`src/design/dwpd_pkg.sv`:
```
// ----------------------------------------------------------------------------
// dwpd_pkg
// Shared types and constants for the dual wheel PD speed controller.
// ----------------------------------------------------------------------------
package dwpd_pkg;

	localparam int CFG_IDX_W = 3;

	localparam logic [CFG_IDX_W-1:0] CFG_PROP_GAIN   = 3'd0;
	localparam logic [CFG_IDX_W-1:0] CFG_DERIV_GAIN  = 3'd1;
	localparam logic [CFG_IDX_W-1:0] CFG_INV_RADIUS  = 3'd2;
	localparam logic [CFG_IDX_W-1:0] CFG_COUNT_SCALE = 3'd3;
	localparam logic [CFG_IDX_W-1:0] CFG_CMD_SLOPE   = 3'd4;
	localparam logic [CFG_IDX_W-1:0] CFG_CMD_OFFSET  = 3'd5;

	localparam logic [31:0] RST_PROP_GAIN   = 32'd131072;
	localparam logic [31:0] RST_DERIV_GAIN  = 32'd6554;
	localparam logic [31:0] RST_INV_RADIUS  = 32'd2184533;
	localparam logic [31:0] RST_COUNT_SCALE = 32'd328;
	localparam logic [31:0] RST_CMD_SLOPE   = 32'd2107110;
	localparam logic [31:0] RST_CMD_OFFSET  = 32'd1310720;

	localparam logic [6:0] CMD_LIMIT = 7'd127;

	// multiplier operand pair select
	localparam int MSEL_W = 3;
	localparam logic [MSEL_W-1:0] MSEL_NONE = 3'd0;
	localparam logic [MSEL_W-1:0] MSEL_RATE = 3'd1;
	localparam logic [MSEL_W-1:0] MSEL_MEAS = 3'd2;
	localparam logic [MSEL_W-1:0] MSEL_PROP = 3'd3;
	localparam logic [MSEL_W-1:0] MSEL_DER  = 3'd4;
	localparam logic [MSEL_W-1:0] MSEL_CMD  = 3'd5;

	typedef struct packed {
		logic [31:0] prop_gain;
		logic [31:0] deriv_gain;
		logic [31:0] inv_radius;
		logic [31:0] count_scale;
		logic [31:0] cmd_slope;
		logic [31:0] cmd_offset;
	} dwpd_cfg_t;

	typedef struct packed {
		logic              load;
		logic              mul_en;
		logic [MSEL_W-1:0] msel;
		logic              wr_delta;
		logic              wr_rate;
		logic              wr_meas;
		logic              wr_err;
		logic              wr_de;
		logic              wr_p;
		logic              wr_d;
		logic              wr_ctl;
		logic              wr_r;
		logic              commit;
	} dwpd_cmd_t;

endpackage

```
`src/design/dwpd_wheel.sv`:
```
// ----------------------------------------------------------------------------
// dwpd_wheel
// Datapath for one wheel: shared sign-magnitude multiplier with floor and
// saturation post-stage, error and PD sums, motor command mapping.
// ----------------------------------------------------------------------------
module dwpd_wheel import dwpd_pkg::*; #(
	parameter int FRAC_BITS = 16
) (
	input  logic               clk,
	input  logic               arst_n,
	input  dwpd_cmd_t          cmd,
	input  dwpd_cfg_t          cfg,
	input  logic signed [31:0] target_speed,
	input  logic signed [31:0] position,
	output logic signed [7:0]  drive_cmd,
	output logic signed [31:0] control,
	output logic signed [31:0] measured_rate
);

	localparam logic [65:0] RND_MASK = (66'd1 << FRAC_BITS) - 66'd1;
	localparam logic [65:0] POS_LIM  = 66'h0_7FFF_FFFF;
	localparam logic [65:0] NEG_LIM  = 66'h0_8000_0000;

	function automatic logic [31:0] sat32(input logic [32:0] v);
		if (v[32] != v[31])
			sat32 = v[32] ? 32'h8000_0000 : 32'h7FFF_FFFF;
		else
			sat32 = v[31:0];
	endfunction

	logic [31:0] tgt_q, pos_q, last_pos_q, last_err_q;
	logic [32:0] delta_q, de_q;
	logic [31:0] rate_q, meas_q, e_q, p_q, d_q, c_q, r_q;
	logic [64:0] prod_q;
	logic        neg_q, sh_q;
	logic [7:0]  cmd_out_q;
	logic [31:0] ctl_out_q, meas_out_q;

	logic [32:0] op_a, op_mag;
	logic [31:0] op_b;
	logic [65:0] p_adj, p_shr;
	logic [31:0] post;
	logic [33:0] v_sum, v_neg, v_mag, v_shr;
	logic [6:0]  cmd_mag;
	logic [7:0]  cmd_val;

	always_comb begin
		case (cmd.msel)
			MSEL_RATE: begin
				op_a = {tgt_q[31], tgt_q};
				op_b = cfg.inv_radius;
			end
			MSEL_MEAS: begin
				op_a = delta_q;
				op_b = cfg.count_scale;
			end
			MSEL_PROP: begin
				op_a = {e_q[31], e_q};
				op_b = cfg.prop_gain;
			end
			MSEL_DER: begin
				op_a = de_q;
				op_b = cfg.deriv_gain;
			end
			MSEL_CMD: begin
				op_a = {c_q[31], c_q};
				op_b = cfg.cmd_slope;
			end
			default: begin
				op_a = '0;
				op_b = '0;
			end
		endcase
		op_mag = op_a[32] ? (~op_a + 33'd1) : op_a;
	end

	always_comb begin
		p_adj = {1'b0, prod_q};
		if (neg_q && sh_q)
			p_adj = {1'b0, prod_q} + RND_MASK;
		p_shr = sh_q ? (p_adj >> FRAC_BITS) : p_adj;
		if (!neg_q)
			post = (p_shr > POS_LIM) ? 32'h7FFF_FFFF : p_shr[31:0];
		else
			post = (p_shr > NEG_LIM) ? 32'h8000_0000 : (~p_shr[31:0] + 32'd1);
	end

	always_comb begin
		v_sum   = {{2{r_q[31]}}, r_q} + {{2{cfg.cmd_offset[31]}}, cfg.cmd_offset};
		v_neg   = ~v_sum + 34'd1;
		v_mag   = v_neg[33] ? (~v_neg + 34'd1) : v_neg;
		v_shr   = v_mag >> FRAC_BITS;
		cmd_mag = (v_shr > {27'd0, CMD_LIMIT}) ? CMD_LIMIT : v_shr[6:0];
		if (c_q == '0)
			cmd_val = '0;
		else if (v_neg[33])
			cmd_val = ~{1'b0, cmd_mag} + 8'd1;
		else
			cmd_val = {1'b0, cmd_mag};
	end

	always_ff @(posedge clk or negedge arst_n) begin
		if (!arst_n) begin
			last_pos_q <= '0;
			last_err_q <= '0;
		end else if (cmd.commit) begin
			last_pos_q <= pos_q;
			last_err_q <= e_q;
		end
	end

	always_ff @(posedge clk) begin
		if (cmd.load) begin
			tgt_q <= target_speed;
			pos_q <= position;
		end
		if (cmd.mul_en) begin
			prod_q <= {32'd0, op_mag} * {33'd0, op_b};
			neg_q  <= op_a[32];
			sh_q   <= (cmd.msel != MSEL_MEAS);
		end
		if (cmd.wr_delta)
			delta_q <= {pos_q[31], pos_q} - {last_pos_q[31], last_pos_q};
		if (cmd.wr_rate)
			rate_q <= post;
		if (cmd.wr_meas)
			meas_q <= post;
		if (cmd.wr_err)
			e_q <= sat32({rate_q[31], rate_q} - {meas_q[31], meas_q});
		if (cmd.wr_de)
			de_q <= {e_q[31], e_q} - {last_err_q[31], last_err_q};
		if (cmd.wr_p)
			p_q <= post;
		if (cmd.wr_d)
			d_q <= post;
		if (cmd.wr_ctl)
			c_q <= sat32({p_q[31], p_q} + {d_q[31], d_q});
		if (cmd.wr_r)
			r_q <= post;
		if (cmd.commit) begin
			cmd_out_q  <= cmd_val;
			ctl_out_q  <= c_q;
			meas_out_q <= meas_q;
		end
	end

	assign drive_cmd     = cmd_out_q;
	assign control       = ctl_out_q;
	assign measured_rate = meas_out_q;

endmodule

```
`config.mk`:
```
export PLATFORM = sky130hd
export DESIGN_NAME = dwpd_wheel
export DESIGN_NICKNAME = d
export VERILOG_FILES = /design/src/design/dwpd_pkg.sv /design/src/design/dwpd_wheel.sv
export SDC_FILE = /design/constraint.sdc
export NUM_CORES = 2
export LEC_CHECK = 0
export BUFFER_PORTS_ARGS = -buffer_cell sky130_fd_sc_hd__buf_4
export CAP_MARGIN = 20
export CORE_MARGIN = 2
export CORE_UTILIZATION = 35
export DETAILED_ROUTE_END_ITERATION = 16
export HOLD_SLACK_MARGIN = 0.1
export PLACE_DENSITY_LB_ADDON = 0.3
export SYNTH_ARGS = -nofsm -noshare
export SYNTH_HDL_FRONTEND = slang
export SYNTH_SLANG_ARGS = --single-unit
```
`constraint.sdc`:
```
create_clock -name clk -period 15 [get_ports clk]
set_clock_uncertainty 0.05 [all_clocks]
set_input_delay 0.75 -clock clk [delete_from_list [all_inputs] [get_ports clk]]
set_output_delay 0.75 -clock clk [all_outputs]
set_load 0.02 [all_outputs]
```
==> run summary <==
Vias/cell: 5.320
Synthesis Warnings: 0
Reg-to-Reg End: prod_q[60]
Area of the multi-input gates: 0.04412 mm^2
Number of post-CTS setup repair buffers: 0
GP Congestion: 0.9798
Final WL: 227700 um
Net count, final: 8776
Initial DRC Count: 4188
Status: complete, no violations
Vias in the first global route: 52330
Critical-path maximum fanout: 47
Top cells by count, synth: inv_1, fa_1, nor2_1
RR Startpoint: c_q[3]
CP Capture Type: register
CTS Buf Count: 54
Max-slew violations: 0
Fin Setup TNS: 0 ns
CTS max path bufs: 3
Worst Path Required: 15.31 ns
Sequential share of the synthesized area: 25.06%
Syn Inst Count: 6879
Grt ovf: 0
Worst-Margin Slew: 1.305 ns
Worst-Skew Late Latency: 0.63 ns
Relative slew slack: 13.01%
EDFF count, synth: 493
# IOs: 345
Initial antenna violation count: 13
Die ar.: 0.1905 mm^2
Fin. Hold Viols: 0
Worst setup SP type: input port
Critical Path Start: cmd[12]
Buffers on Ports: 344
Cts repair resizes: 0
H-tree levels: 2
Fmax: 0.07429 GHz
Distinct cells, synth: 111
Final setup fails: 0
First-pass GRT wire length: 338700 um
TritonCTS clock tree: done
Core Region: 0.1856 mm^2
Detailed Routing Iterations Pass 1: 8
RSZ-0062 raised after global routing: no
HPWL after DPL: 182900 um
Ys flop type: edfxtp_1
Synth Area per Inst: 9.518 um^2
Width of the chip: 436.5 um
Fin crit share: 89.74%
CP bufs+invs: 7
Most frequent cell after synthesis: inv_1
TritonCTS Sinks: 557
Synth area leader: fa_1
Synthesized cell area: 0.06547 mm^2
Largest net degree at the start of global routing: 109
Crit path time final: 13.46 ns
Synth-to-layout area growth: 12.34%
Routed wire per std cell: 23.54 um
Crit-path most repeated cell: fa_1
Via Count: 51448
Core Rows: 158
Starting density of the core: 35.27%
Cells on worst reg2reg path: 42
Area share of the largest cell type after synthesis: 28.47%
Synth Net Count: 8514
DRC: 0
Synth top area cells: fa_1, edfxtp_1, ha_1
CP max stage delay: 0.86 ns
Crit Path Class: in2reg
Area taken by flip-flops and latches: 0.01641 mm^2
Yosys reg bits: 557
Hold crit path type: in2async
Clock transition at the registers of the reported paths: 0.06 ns
Clock root buffer: clkbuf_16
MaxCap Viol Count: 0
Delay-heaviest family, CP: compound AO/OA/AOI/OAI gates
Layout cell share with drive strength beyond 1: 10.24%
Total GRT Usage: 23.74%
Antenna viol nets, final: 0
Die span in y: 436.5 um
WP data arrival: 13.78 ns
Hold-fix buffers, CTS: 0
Slowest cell on the critical path: a221oi_1
R2R setup slack: 2.05 ns
Synth async-reset ratio: 11.49%
Fillers: 18309
-- per-layer routing --
metal / GRT usage [%] / wire length, um
met5: 0 / 103
met4: 10.97 / 12660
met3: 4.637 / 17780
met2: 37.66 / 104000
met1: 31.26 / 93080
-- layout make-up --
class                   count  share of cell area (%)
multi-input cells        4903                   59.99
inverters                1128                   5.756
flip-flops and latches    557                   22.30
clock inverters            32                  0.6056
well taps                2480                   4.219
clock buffers              70                   2.002
diodes                      4                 0.01361
repair buffers            497                   5.112
-- flip-flops by register name, summed over array words and instances (netlist names) --
signal / cells
neg_q: 1
r_q: 32
rate_q: 32
p_q: 32
last_err_q: 32
meas_q: 32
measured_rate: 32
tgt_q: 32
last_pos_q: 32
sh_q: 1
de_q: 33
c_q: 32
delta_q: 33
drive_cmd: 8
pos_q: 32
prod_q: 65
e_q: 32
d_q: 32
control: 32
-- placed cells by master, fill, tap and decap left out, types with 35 or more instances in the layout --
cell	netlist	layout
nor2_1	817	815
nor2b_1	46	43
clkbuf_16	0	55
inv_1	1128	1128
fa_1	931	931
xnor2_1	178	162
nand2_1	751	751
a21o_1	81	81
ha_1	431	431
buf_4	3	492
nand3_1	74	74
o21ai_0	259	258
a22oi_1	50	50
dfrtp_1	64	64
nor3_1	83	83
and3_1	44	44
mux2_2	39	39
xor2_1	121	115
edfxtp_1	493	493
mux2i_1	55	54
a31oi_1	35	35
nand4_1	45	45
nand2b_1	71	71
and2_1	41	40
a21oi_1	283	283
-- cell families after synthesis --
| kind of cell | Yosys count | synth area share, % |
|---|---|---|
| simple gates | 2105 | 14.13 |
| mux | 94 | 1.512 |
| compound gates | 1037 | 10.27 |
| fa+ha+maj | 1366 | 36.76 |
| buf+inv | 1419 | 8.215 |
| xor+xnor | 301 | 4.059 |
| flops | 557 | 25.06 |
-- metrics by stage --
| stage | area [um^2] | std cells | util (%) | setup WS [ns] | hold slack (ns) |
|---|---|---|---|---|---|
| 2_1_floorplan | 65470 | 6879 | - | 3.157 | 0.3764 |
| 3_3_place_gp | 71560 | 9560 | 38.55 | 1.209 | 0.3846 |
| 3_5_place_dp | 71580 | 9561 | 38.56 | 1.054 | 0.3847 |
| 4_1_cts | 73500 | 9663 | 39.59 | 1.701 | 0.2176 |
| 5_1_grt | 73550 | 9668 | 39.62 | 0.8247 | 0.2298 |
| 6_report | 73550 | 9671 | 39.62 | 1.539 | 0.2027 |
-- worst max path at each step --
stage / end / slack [ns] / depth (start not counted)
finish: prod_q[60] / 1.54 / 44
detailed placement: prod_q[60] / 1.05 / 44
global route: prod_q[60] / 0.82 / 44
CTS: prod_q[60] / 1.70 / 42
global placement: prod_q[60] / 1.21 / 44
floorplan: prod_q[60] / 3.16 / 44
Power is left out: the tool's default activity adds up to more than one toggle a clock period on the data nets, which glitch-free logic cannot reach.
