<file path="src/design/dwpd_pkg.sv">
// ----------------------------------------------------------------------------
// dwpd_pkg
// Shared types and constants for the dual wheel PD speed controller.
// ----------------------------------------------------------------------------
package dwpd_pkg;

	localparam int CFG_IDX_W = 3;

	localparam logic [CFG_IDX_W-1:0] CFG_PROP_GAIN   = 3'd0;
	localparam logic [CFG_IDX_W-1:0] CFG_DERIV_GAIN  = 3'd1;
	localparam logic [CFG_IDX_W-1:0] CFG_INV_RADIUS  = 3'd2;
	localparam logic [CFG_IDX_W-1:0] CFG_COUNT_SCALE = 3'd3;
	localparam logic [CFG_IDX_W-1:0] CFG_CMD_SLOPE   = 3'd4;
	localparam logic [CFG_IDX_W-1:0] CFG_CMD_OFFSET  = 3'd5;

	localparam logic [31:0] RST_PROP_GAIN   = 32'd131072;
	localparam logic [31:0] RST_DERIV_GAIN  = 32'd6554;
	localparam logic [31:0] RST_INV_RADIUS  = 32'd2184533;
	localparam logic [31:0] RST_COUNT_SCALE = 32'd328;
	localparam logic [31:0] RST_CMD_SLOPE   = 32'd2107110;
	localparam logic [31:0] RST_CMD_OFFSET  = 32'd1310720;

	localparam logic [6:0] CMD_LIMIT = 7'd127;

	// multiplier operand pair select
	localparam int MSEL_W = 3;
	localparam logic [MSEL_W-1:0] MSEL_NONE = 3'd0;
	localparam logic [MSEL_W-1:0] MSEL_RATE = 3'd1;
	localparam logic [MSEL_W-1:0] MSEL_MEAS = 3'd2;
	localparam logic [MSEL_W-1:0] MSEL_PROP = 3'd3;
	localparam logic [MSEL_W-1:0] MSEL_DER  = 3'd4;
	localparam logic [MSEL_W-1:0] MSEL_CMD  = 3'd5;

	typedef struct packed {
		logic [31:0] prop_gain;
		logic [31:0] deriv_gain;
		logic [31:0] inv_radius;
		logic [31:0] count_scale;
		logic [31:0] cmd_slope;
		logic [31:0] cmd_offset;
	} dwpd_cfg_t;

	typedef struct packed {
		logic              load;
		logic              mul_en;
		logic [MSEL_W-1:0] msel;
		logic              wr_delta;
		logic              wr_rate;
		logic              wr_meas;
		logic              wr_err;
		logic              wr_de;
		logic              wr_p;
		logic              wr_d;
		logic              wr_ctl;
		logic              wr_r;
		logic              commit;
	} dwpd_cmd_t;

endpackage

</file>
<file path="src/design/dwpd_ctrl.sv">
// ----------------------------------------------------------------------------
// dwpd_ctrl
// Sequencer: steps both wheel datapaths through the multiply and sum
// schedule and owns the request handshakes.
// ----------------------------------------------------------------------------
module dwpd_ctrl import dwpd_pkg::*; (
	input  logic      clk,
	input  logic      arst_n,
	input  logic      in_valid,
	output logic      in_ready,
	output logic      out_valid,
	input  logic      out_ready,
	output dwpd_cmd_t cmd
);

	localparam logic [3:0] ST_IDLE  = 4'd0;
	localparam logic [3:0] ST_RATE  = 4'd1;
	localparam logic [3:0] ST_MEAS  = 4'd2;
	localparam logic [3:0] ST_PMEAS = 4'd3;
	localparam logic [3:0] ST_ERR   = 4'd4;
	localparam logic [3:0] ST_PROP  = 4'd5;
	localparam logic [3:0] ST_DER   = 4'd6;
	localparam logic [3:0] ST_PDER  = 4'd7;
	localparam logic [3:0] ST_CTL   = 4'd8;
	localparam logic [3:0] ST_SLOPE = 4'd9;
	localparam logic [3:0] ST_PCMD  = 4'd10;
	localparam logic [3:0] ST_CMD   = 4'd11;

	logic [3:0] state_q, state_nx;
	logic       out_valid_q;

	always_comb begin
		cmd      = '0;
		cmd.msel = MSEL_NONE;
		state_nx = state_q;
		case (state_q)
			ST_IDLE: begin
				cmd.load = in_valid;
				if (in_valid)
					state_nx = ST_RATE;
			end
			ST_RATE: begin
				cmd.mul_en   = 1'b1;
				cmd.msel     = MSEL_RATE;
				cmd.wr_delta = 1'b1;
				state_nx     = ST_MEAS;
			end
			ST_MEAS: begin
				cmd.wr_rate = 1'b1;
				cmd.mul_en  = 1'b1;
				cmd.msel    = MSEL_MEAS;
				state_nx    = ST_PMEAS;
			end
			ST_PMEAS: begin
				cmd.wr_meas = 1'b1;
				state_nx    = ST_ERR;
			end
			ST_ERR: begin
				cmd.wr_err = 1'b1;
				state_nx   = ST_PROP;
			end
			ST_PROP: begin
				cmd.mul_en = 1'b1;
				cmd.msel   = MSEL_PROP;
				cmd.wr_de  = 1'b1;
				state_nx   = ST_DER;
			end
			ST_DER: begin
				cmd.wr_p   = 1'b1;
				cmd.mul_en = 1'b1;
				cmd.msel   = MSEL_DER;
				state_nx   = ST_PDER;
			end
			ST_PDER: begin
				cmd.wr_d = 1'b1;
				state_nx = ST_CTL;
			end
			ST_CTL: begin
				cmd.wr_ctl = 1'b1;
				state_nx   = ST_SLOPE;
			end
			ST_SLOPE: begin
				cmd.mul_en = 1'b1;
				cmd.msel   = MSEL_CMD;
				state_nx   = ST_PCMD;
			end
			ST_PCMD: begin
				cmd.wr_r = 1'b1;
				state_nx = ST_CMD;
			end
			ST_CMD: begin
				cmd.commit = !out_valid_q || out_ready;
				if (!out_valid_q || out_ready)
					state_nx = ST_IDLE;
			end
			default: begin
				state_nx = ST_IDLE;
			end
		endcase
	end

	always_ff @(posedge clk or negedge arst_n) begin
		if (!arst_n) begin
			state_q     <= ST_IDLE;
			out_valid_q <= 1'b0;
		end else begin
			state_q <= state_nx;
			if (cmd.commit)
				out_valid_q <= 1'b1;
			else if (out_ready)
				out_valid_q <= 1'b0;
		end
	end

	assign in_ready  = (state_q == ST_IDLE);
	assign out_valid = out_valid_q;

	a_accept_starts: assert property (@(posedge clk) disable iff (!arst_n)
		(in_valid && in_ready) |=> (state_q == ST_RATE))
		else $error("accepted request did not start the schedule");

	a_commit_shows: assert property (@(posedge clk) disable iff (!arst_n)
		(state_q == ST_CMD && !out_valid_q) |=> (out_valid_q && state_q == ST_IDLE))
		else $error("finished result not presented");

	a_valid_source: assert property (@(posedge clk) disable iff (!arst_n)
		$rose(out_valid_q) |-> ($past(state_q) == ST_CMD))
		else $error("result valid raised outside the commit step");

endmodule

</file>
<file path="config.mk">
export PLATFORM = sky130hd
export DESIGN_NAME = dwpd_ctrl
export DESIGN_NICKNAME = d
export VERILOG_FILES = /design/src/design/dwpd_pkg.sv /design/src/design/dwpd_ctrl.sv
export SDC_FILE = /design/constraint.sdc
export NUM_CORES = 1
export LEC_CHECK = 0
export BUFFER_PORTS_ARGS = -buffer_cell sky130_fd_sc_hd__buf_2
export CORE_AREA = 2 2 39 41
export DETAILED_ROUTE_END_ITERATION = 8
export DIE_AREA = 0 0 41 43
export HOLD_SLACK_MARGIN = 0.05
export MAX_ROUTING_LAYER = met4
export PLACE_DENSITY = 0.55
export SYNTH_ARGS = -nofsm -noshare
export SYNTH_HDL_FRONTEND = slang
export SYNTH_SLANG_ARGS = --single-unit
</file>
<file path="constraint.sdc">
create_clock -name clk -period 1.4 [get_ports clk]
set_clock_uncertainty 0.1 [all_clocks]
set_input_delay 0.28 -clock clk [delete_from_list [all_inputs] [get_ports clk]]
set_output_delay 0.28 -clock clk [all_outputs]
set_load 0.02 [all_outputs]
</file>
==> metrics.md <==
| Metric | Value |
|---|---|
| Status | `complete, but fails checks` |
| Failing checks | `setup timing` |
| Design Area, Final | `approximately 940 um^2` |
| R2r endpoint | `state_q[0]` |
| Crit path kind | `flip-flop to primary output` |
| Post-route ant nets | `0` |
| CTS root buffer | `clkbuf_4` |
| Pwr dens | `2721 nW/um^2` |
| CP peak stage delay | `between 0.4 and 0.5 ns` |
| DIE WIDTH | `~41 um` |
| WHS Path Cells | `3` |
| Port-buffer cells | `20` |
| N_diodes | `0` |
| Critical Path RT | `1.02 ns` |
| R2R depth | `4` |
| Clock sinks | `5` |
| Yosys top cell by area | `dfrtp_1` |
| Starting Density | `around 30%` |
| Commonest cells in the netlist | `7 x nor2_1, 5 x dfrtp_1, 5 x nor3_1` |
| Via count | `~540` |
| Total grt overflow | `0` |
| Worst Hold End | `state_q[0]` |
| DPL Wire Length | `850.4 um` |
| Area of the core | `between 1000 and 1500 um^2` |
| Critical path, cell by cell | `nand2b_4 -> mux2_4 -> nor2_4 -> buf_6` |
| Leakage | `between 0.4 and 0.5 nW` |
| Mapped Area | `between 400 and 500 um^2` |
| Top-count cell post-synth | `nor2_1` |
| Die area | `about 1800 um^2` |
| Routed WL | `between 1500 and 2000 um` |
| DRT Pass-1 Iters | `4` |
| Register-to-register path setup slack | `-0.02 ns` |
| Primary FF master, synth | `dfrtp_1` |
| Share of cells above drive strength 1 | `about four fifths` |
| CP max stage cell | `dfrtp_2` |
| Setup ws final | `-0.3211 ns` |
| VDD IR max | `between 1 and 1.5 mV` |
| Post-synth EDFFs | `0` |
| CP endpoint kind | `primary output` |
| Fraction of registers with async set/reset | `100.0%` |
| Max Clk Rate | `a little under 600 MHz` |
| CTS H-tree lvls | `1` |
| Synth Warn # | `0` |
| Largest net degree at the start of global routing | `9` |
| Synthesized area per cell | `a little over 9 um^2` |
| Area delta synth->final | `127.7%` |
| Ranking of synthesized cells by area | `dfrtp_1 30%, buf_6 8.2%, nand2b_4 6.7%, nor2_1 6.4%, nor3_1 6.1%` |
| Final Core Density | `about two thirds` |
| Min-Delay Path Class | `primary input to flip-flop` |
| Num CTS Buffers | `3` |
| Seq cells post-synth | `5` |
| Routed WL per cell | `around 15 um` |
| Vias in the first global route | `roughly 470` |
| Net Count, Synth | `between 40 and 50` |
| DRC violations left | `0` |
| Max-cap viol count | `0` |
| Slew headroom | `between 70% and 80%` |
| GRT Total Usage | `18.80%` |
| Critical Path AT | `roughly 1.3 ns` |
| Post-Place Worst Slack | `-0.1222 ns` |
| Initial DRC count | `5` |
| Hold_sp | `in_valid` |
| Count of final hold-check violations | `0` |
| Number of cell rows | `14` |
| Top-area cell type share of the netlist area | `30.40%` |
| Measured slew at the worst slew-check pin | `0.3665 ns` |
| CTS tree | `done` |
| Worst-Skew Late Latency | `between 0.2 and 0.3 ns` |
| Clock slew at reported path FFs | `0.05 ns` |
| DP Area | `just under 700 um^2` |
| Ports | `21` |
| CP max FO | `5` |
| Period utilisation layout | `122.9%` |
| GP Congestion | `around 0.70` |
| RSZ-0062 raised after global routing | `yes` |
| Sequential area share after synthesis | `between 30% and 40%` |
| Total power | `2.550 mW` |
| Initial antenna violation count | `0` |
| DR vias/cell | `roughly 5.0` |
| RR Startpoint | `state_q[1]` |
| First-pass GRT wire length | `2090 um` |
| Nets | `a little under 100` |
| Die Y | `43 um` |
| Max-slew violations | `0` |
| Cell variety after synth | `24` |
| Endpoints failing setup | `17` |
| Max Root-Sink Buffers | `2` |
| Crit path launch type | `flip-flop` |
| Cell count after synthesis | `45` |
| Minimum clock period | `1.721 ns` |
-- how the worst max path moves through the flow --
stage / start / end / cells past startpoint
floorplan: state_q[2] / cmd[14] / 2
global placement: state_q[1] / cmd[11] / 4
detailed placement: state_q[0] / cmd[14] / 4
CTS: state_q[0] / cmd[11] / 4
global route: state_q[0] / cmd[14] / 4
finish: state_q[0] / cmd[11] / 4
-- timing repair --
action | in CTS | in global routing
setup endpoints to repair | 16 | 16
pin swaps | 3 | 6
buffers inserted | 4 | 5
hold buffers | 1 | 0
cloned | 0 | 0
resized for setup | 36 | 11
endpoints found under the hold margin | 5 | 0
-- sequential cells by signal (all words and copies together) (netlist names) --
signal and flops:
state_q 4, out_valid 1
-- worst max-delay path, delay by kind of cell, from the launching register on --
kind,cells,cell delay [ns]
buf+inv,1,0.11
flops,1,0.44
simple gates,2,0.24
mux,1,0.28
-- cells by family (layout without fill, tap and decap cells) --
| logic type | Yosys count | after routing | share of synthesized area, % |
|---|---|---|---|
| flops | 5 | 5 | 30.40 |
| xor+xnor | 1 | 1 | 2.128 |
| simple gates | 23 | 23 | 35.87 |
| mux | 2 | 2 | 6.078 |
| compound gates | 10 | 10 | 15.50 |
| buf+inv | 4 | 51 | 10.03 |
-- power by group --
group	total, mW	internal (mW)	leakage, nW	switching (mW)
Clock	0.180	0.104	0.0177	0.0761
Sequential	0.329	0.214	0.0578	0.115
Combinational	2.04	1.05	0.362	0.988
Total	2.55	1.37	0.438	1.18
-- placed cells by master (no fill, tap or decap), types with 2 or more instances in the layout --
cell      instances
nor3_2            5
dfrtp_2           4
buf_4            25
nand2b_4          4
nor2_4            4
clkbuf_4          3
nor2_1            4
a21oi_1           2
buf_2             5
buf_6            16
-- layout make-up --
type | count | area, um^2
tap | 16 | 20.02
timing repair buffer | 47 | 402.9
clock buffer | 3 | 22.52
multi-input combinational | 36 | 356.6
clock inverter | 1 | 5.005
fill | 116 | 446.7
sequential | 5 | 130.1
-- layer usage --
metal / share of wire [%] / GRT usage, % / wire (um) / vias to the layer above
met4: 2.8 / 12.00 / 44 / 0
met1: 40 / 22.19 / 631 / 274
li1: - / - / - / 253
met2: 54 / 29.06 / 849 / 11
met5: 0 / - / 0 / -
met3: 2.6 / 1.571 / 41 / 5
-- stage by stage --
| stage | std cells | hold slack, ns | setup TNS (ns) |
|---|---|---|---|
| 5_1_grt | 108 | 0.2955 | -4.634 |
| 4_1_cts | 103 | 0.2204 | -3.729 |
| 3_5_place_dp | 94 | -0.001133 | -0.6552 |
| 6_report | 108 | 0.2747 | -3.970 |
| 2_1_floorplan | 45 | -0.1156 | -0.2187 |
| 3_3_place_gp | 94 | -0.001750 | -0.5727 |
No activity file was read; power rests on OpenSTA's default activity.
